### src/hdl/bhr_pkg.sv
package bhr_pkg;

   // field widths fixed by the transaction format
   localparam int OPCODE_W    = 2;
   localparam int NODE_W      = 6;
   localparam int HOP_W       = 8;
   localparam int NODE_COUNT_W = 7;

   // opcodes
   localparam logic [OPCODE_W-1:0] OP_CLEAR    = 2'd0;
   localparam logic [OPCODE_W-1:0] OP_ADD_EDGE = 2'd1;
   localparam logic [OPCODE_W-1:0] OP_QUERY    = 2'd2;

   // node_count after reset
   localparam logic [NODE_COUNT_W-1:0] NODE_COUNT_RESET = 7'd64;

   typedef struct packed {
      logic [OPCODE_W-1:0] opcode;
      logic [NODE_W-1:0]   start_node;
      logic [NODE_W-1:0]   target_node;
      logic [HOP_W-1:0]    hop_limit;
   } req_type;

   typedef struct packed {
      logic reachable;
      logic all_linked;
   } rsp_type;

   // control from the sequencer to the adjacency memory
   typedef struct packed {
      logic clear;
      logic rd_en;
      logic wr_en;
   } mem_ctl_type;

   typedef enum logic [2:0] {
      ST_IDLE,
      ST_EDGE_RD_S,
      ST_EDGE_WR_S,
      ST_EDGE_RD_T,
      ST_EDGE_WR_T,
      ST_QUERY,
      ST_FINISH
   } state_type;

endpackage

### src/hdl/bhr_adj_mem.sv
module bhr_adj_mem #(
   parameter int NODES = 64
) (
   input  logic                       clock,
   input  logic                       reset,
   input  bhr_pkg::mem_ctl_type       mem_ctl,
   input  logic [$clog2(NODES)-1:0]   rd_addr,
   output logic [NODES-1:0]           rd_data,
   input  logic [$clog2(NODES)-1:0]   wr_addr,
   input  logic [NODES-1:0]           wr_data
);

   logic [NODES-1:0] rows [NODES];
   logic [NODES-1:0] row_valid_ff;
   logic [NODES-1:0] row_valid_in;
   logic [NODES-1:0] rd_row_ff;
   logic             rd_valid_ff;
   logic             rd_valid_in;

   // adjacency rows, one write and one registered read per cycle
   always_ff @(posedge clock) begin
      if (mem_ctl.wr_en) begin
         rows[wr_addr] <= wr_data;
      end
      if (mem_ctl.rd_en) begin
         rd_row_ff <= rows[rd_addr];
      end
   end

   // row valid bits: a row never written since the last clear or reset reads as empty
   always_comb begin
      row_valid_in = row_valid_ff;
      if (mem_ctl.clear) begin
         row_valid_in = '0;
      end else if (mem_ctl.wr_en) begin
         row_valid_in[wr_addr] = 1'b1;
      end
   end

   always_comb begin
      rd_valid_in = rd_valid_ff;
      if (mem_ctl.rd_en) begin
         rd_valid_in = row_valid_ff[rd_addr];
      end
   end

   always_ff @(posedge clock) begin
      if (reset) begin
         row_valid_ff <= '0;
         rd_valid_ff  <= 1'b0;
      end else begin
         row_valid_ff <= row_valid_in;
         rd_valid_ff  <= rd_valid_in;
      end
   end

   assign rd_data = rd_valid_ff ? rd_row_ff : {NODES{1'b0}};

endmodule

### config.mk
export PLATFORM = sky130hd
export DESIGN_NAME = bhr_adj_mem
export DESIGN_NICKNAME = d
export VERILOG_FILES = /design/src/hdl/bhr_pkg.sv /design/src/hdl/bhr_adj_mem.sv
export SDC_FILE = /design/constraint.sdc
export NUM_CORES = 2
export LEC_CHECK = 0
export BUFFER_PORTS_ARGS = -buffer_cell sky130_fd_sc_hd__buf_2
export CAP_MARGIN = 40
export CORE_ASPECT_RATIO = 1.25
export CORE_MARGIN = 4
export CORE_UTILIZATION = 35
export DETAILED_ROUTE_END_ITERATION = 10
export SYNTH_ARGS = -nofsm -noshare
export SYNTH_HDL_FRONTEND = slang
export SYNTH_SLANG_ARGS = --single-unit
### constraint.sdc
create_clock -name clock -period 5.8 [get_ports clock]
set_input_delay 0.58 -clock clock [delete_from_list [all_inputs] [get_ports clock]]
set_output_delay 0.58 -clock clock [all_outputs]
set_load 0.02 [all_outputs]
# After elaboration in Yosys (flattened, before gate mapping)
# Memories as Yosys holds them, arrays and structs flattened. A register that Yosys moved wholly into a read port is not among the register bits.
# Cells that the tools add are included.
# W data, S select, Z words.
# totals
memories	1
ramBits	4096
register_bits	65
word_cells	16
# op_classes
muxes	7
n_lt_le_gt_ge	3
bitwise_logic	1
n_reduce_logical	2
# mem_list
name	depth	width	read_ports	rd_ports_with_merged_regs	wr	line	source
rows	64	64	1	1	1	bhr_adj_mem.sv:13	logic [NODES-1:0] rows [NODES];
# op_table
op	n
$mux W64	1
$or A64 B64 Y64	1
$lt A6 B7 Y1 const B	2
$bmux W1 S6	1
$demux W1 S6	1
$ge A6 B1 Y1 const B	1
$mux W1	4
$reduce_or A2 Y1	1
$logic_and A1 B1 Y1	1

# Longest topological paths before layout
# logic_depth
ltp_word	5
depth_mapped	10

# Worst setup path after synthesis
# OpenSTA, ideal clock, no wires.
# synth_timing
kind	input port to flip-flop
from	in mem_ctl[0] (netlist name)
to	mem rows[40][0] (enable)
n_path_buf	0
arrival_ns	5.460
required_ns	5.233
cell_stages	3
path_slack_ns	-0.227
cell_sequence	nor2b_1 nand3_1 nor3_1
# synth_between
elab_chain_cells	2
# synth_rtl
element	line	source
start: declaration	bhr_adj_mem.sv:6	input bhr_pkg::mem_ctl_type mem_ctl,
$mux W1	bhr_adj_mem.sv:22	if (mem_ctl.wr_en) begin
$mux W1 (implied by the code)	bhr_adj_mem.sv:23	rows[wr_addr] <= wr_data;
end: declaration	bhr_adj_mem.sv:13	
# No other way between the ends.

# Worst setup path after layout
# layout_timing
from	reg rd_valid_ff
to	out rd_data[55]
# layout_between
elab_chain_cells	1
# layout_rtl
element	line	source
start: declaration	bhr_adj_mem.sv:17	logic rd_valid_ff;
start signal: assignment	bhr_adj_mem.sv:53	rd_valid_ff <= rd_valid_in;
$mux W64	bhr_adj_mem.sv:57	assign rd_data = rd_valid_ff ? rd_row_ff : {NODES{1'b0}};
end: declaration	bhr_adj_mem.sv:8	output logic [NODES-1:0] rd_data,
# No other way between the ends.

==> impl_metrics.ini <==
[outcome]
status = finished, final reports clean

[synth]
yosysUniqueCellTypes = 32
synthTopCellsByArea = edfxtp_1 (78%), mux4_2 (19%), dfxtp_1 (0.82%)
netlist_instances = 6169
synth_top_area_cell = edfxtp_1
synth_simple_gate_area_share_pct = 0.568
ys.flop_type = edfxtp_1
syn_nets = 6250
synth-seq-cells = 4225
async_flop_share_pct = 0
synth-edff-count = 4160
synth_top_area_share_pct = 78.2
synth_xor_area_share_pct = 0
syn_avg_cell_area_um2 = 25.9
synth_area_um2 = 160000
synth_top_family_by_area = multiplexers
synthAdderAreaFrac_pct = 0
ys_warn_count = 0
synth-compound-area-share_pct = 0.363
synthMuxAreaShare_pct = 19.2
synth_seq_area_share_pct = 79.1

[cts]
clock_sinks = 4225
cts_max_path_buffers = 4
postCtsSetupRepairBufs = 0
cts_htree_levels = 5
ctsHoldBuffers = 8
numCtsBuffers = 377
clk_latency_ps = 970
cts-root-buf = clkbuf_16
cts_tree = done
cts_resized = 0
clk_pin_slew_worst_paths_ps = 60

[sta]
setup_viol = 0
fmax_ghz = 0.285
slew_violations = 0
worst_pin_slew_ps = 1020
skew_ps = 49.1
period_share_pct = 60.5
rsz0062_at_grt = no
final.setup.tns_ps = 0
fin_crit_ps = 3510
hold_violations = 0
slew_headroom_pct = 31.9
fin_ws_ps = 2290

[routing]
top_layer_used = met5
wirelength_mm = 462
routed-wl-met2_mm = 237
wl_met1_mm = 174
ant_nets = 0
firstDrtPassIters = 6
first_iter_violations = 10318
met3WireLength_mm = 35.9
post_drt_via_cell_ratio = 5.71
vias = 74466
drc = 0
wl_per_cell_um = 35.4

[worst_setup_path]
r2r_setup_slack_ps = 3530
cpPeakStageDelay_ps = 660
critPathCaptureType = output port
cp_cell_sequence = buf_4 -> and2_1 -> buf_2
worstPathRequired_ps = 5220
arrival_ps = 2930
cp-start-kind = flop
slowest_stage = dfxtp_4
rr_worst_depth = 3
timing.rr.start = rows[46][33]$_DFFE_PP_
critPathKind = flop to output port
crit_path_end = rd_data[55]
regToRegEndpoint = rd_row_ff[33]$_DFFE_PP_
setup.worst_path.start = rd_valid_ff$_SDFFE_PP0P_
cp_max_fo = 24

[floorplan]
dieArea_um2 = 467000
core_area_um2 = 455000
initial_utilization_pct = 35.1
io_pins = 145
rows = 277
die_h_um = 763
die_w_um = 612

[power]
power.density_nw_per_um2 = 336
ir_worst_vdd_uv = 264
power.leakage_nw = 56.2

[global_routing]
antenna_found_initial = 54
grt_usage_pct = 19.4
grt_max_degree = 109
grt_pass1_wl_mm = 628
grt_pass1_vias = 75123
grt-ovfl-total = 0

[hold_path]
hold_path.class = input pin to flop
worstHoldStart = wr_data[60]
worstHoldPathCells = 1

[cells_and_area]
area_growth_syn_to_layout_pct = 15.4
final_cells = 13038
final_nets = 6796
drive_gt1_share_pct = 34.7

[placed_design]
dp_slack_ps = 1850
port_buffers = 144
gp_congestion = 0.752
dp_hpwl_mm = 235
dp.cells = 12291

[flow_run]
maxCapViolations = 0
-- cell families after synthesis --
logic type,after synthesis
AND/OR/NAND/NOR,177
buffers and inverters,327
multiplexers,1362
flip-flops,4225
AO/OA/AOI/OAI,78
-- routing by layer --
metal	global-route usage (%)	vias to the layer above
met5	0.114	-
met4	6.14	30
met3	3.23	826
met2	33.2	3788
met1	25.1	41634
li1	-	28188
-- how the worst min path moves through the flow --
stage / end / slack, ps
2_1_floorplan: row_valid_ff[40]$_SDFFE_PP0P_ / 430
3_3_place_gp: row_valid_ff[38]$_SDFFE_PP0P_ / 440
3_5_place_dp: row_valid_ff[56]$_SDFFE_PP0P_ / 450
4_1_cts: rows[50][61]$_DFFE_PP_ / 30
5_1_grt: rows[56][60]$_DFFE_PP_ / -10
6_report: rows[56][60]$_DFFE_PP_ / 10
-- layout make-up --
class / count / area (um^2)
Fill cell: 38884 / 271000
Clock inverter: 238 / 2360
Tap cell: 5998 / 7500
Clock buffer: 448 / 9860
Inverter: 2 / 7.51
Timing Repair Buffer: 492 / 5600
Multi-Input combinational cell: 1617 / 32600
Antenna cell: 18 / 45.0
Sequential cell: 4225 / 126000
-- power by group --
| group | internal (mW) | switching [mW] |
|---|---|---|
| Clock | 14.0 | 11.2 |
| Combinational | 1.28 | 1.60 |
| Sequential | 33.8 | 0.102 |
-- metrics by stage --
step                      cell area [um^2]  utilization, %  power [mW]  hold slack [ps]
after floorplan                     160000               -        36.2              433
after global placement              170000            37.4        37.3              441
after detailed placement            171000            37.7        37.4              451
after CTS                           184000            40.4        62.3             31.8
after global routing                184000            40.5        63.7            -11.0
final                               184000            40.5        61.9             13.0
-- critical path: cells and delay by family (launching register included) --
kind,cells,cell delay [ps]
DFF,1,660
buffers and inverters,2,830
and+or+nand+nor,1,470
-- Yosys cell counts (9+ instances only) --
| library cell | instances |
|---|---|
| edfxtp_1 | 4160 |
| mux4_2 | 1356 |
| clkbuf_1 | 176 |
| buf_2 | 83 |
| dfxtp_1 | 65 |
| nor2_1 | 65 |
| and2_1 | 64 |
| o21a_1 | 64 |
| buf_1 | 63 |
| nor2b_1 | 12 |
| nand2_1 | 9 |
| nand3_1 | 9 |
-- flip-flops by register name, indices dropped and copies added, names as in the netlist --
register      flops
rows           4096
rd_row_ff        64
row_valid_ff     64
rd_valid_ff       1
-- cell usage in the layout (no fill, tap or decap), types with 21 or more instances in the layout --
cell | synthesis | final
dfxtp_1 | 65 | 64
clkinv_1 | 0 | 81
clkbuf_16 | 0 | 384
clkinvlp_4 | 0 | 21
bufinv_16 | 0 | 40
clkinv_2 | 0 | 61
edfxtp_1 | 4160 | 4160
o21a_1 | 64 | 64
clkbuf_1 | 176 | 63
buf_2 | 83 | 137
buf_4 | 2 | 161
buf_12 | 0 | 159
mux4_2 | 1356 | 1356
and2_1 | 64 | 64
nor2_4 | 0 | 61
(Power assumes the default switching activity.)
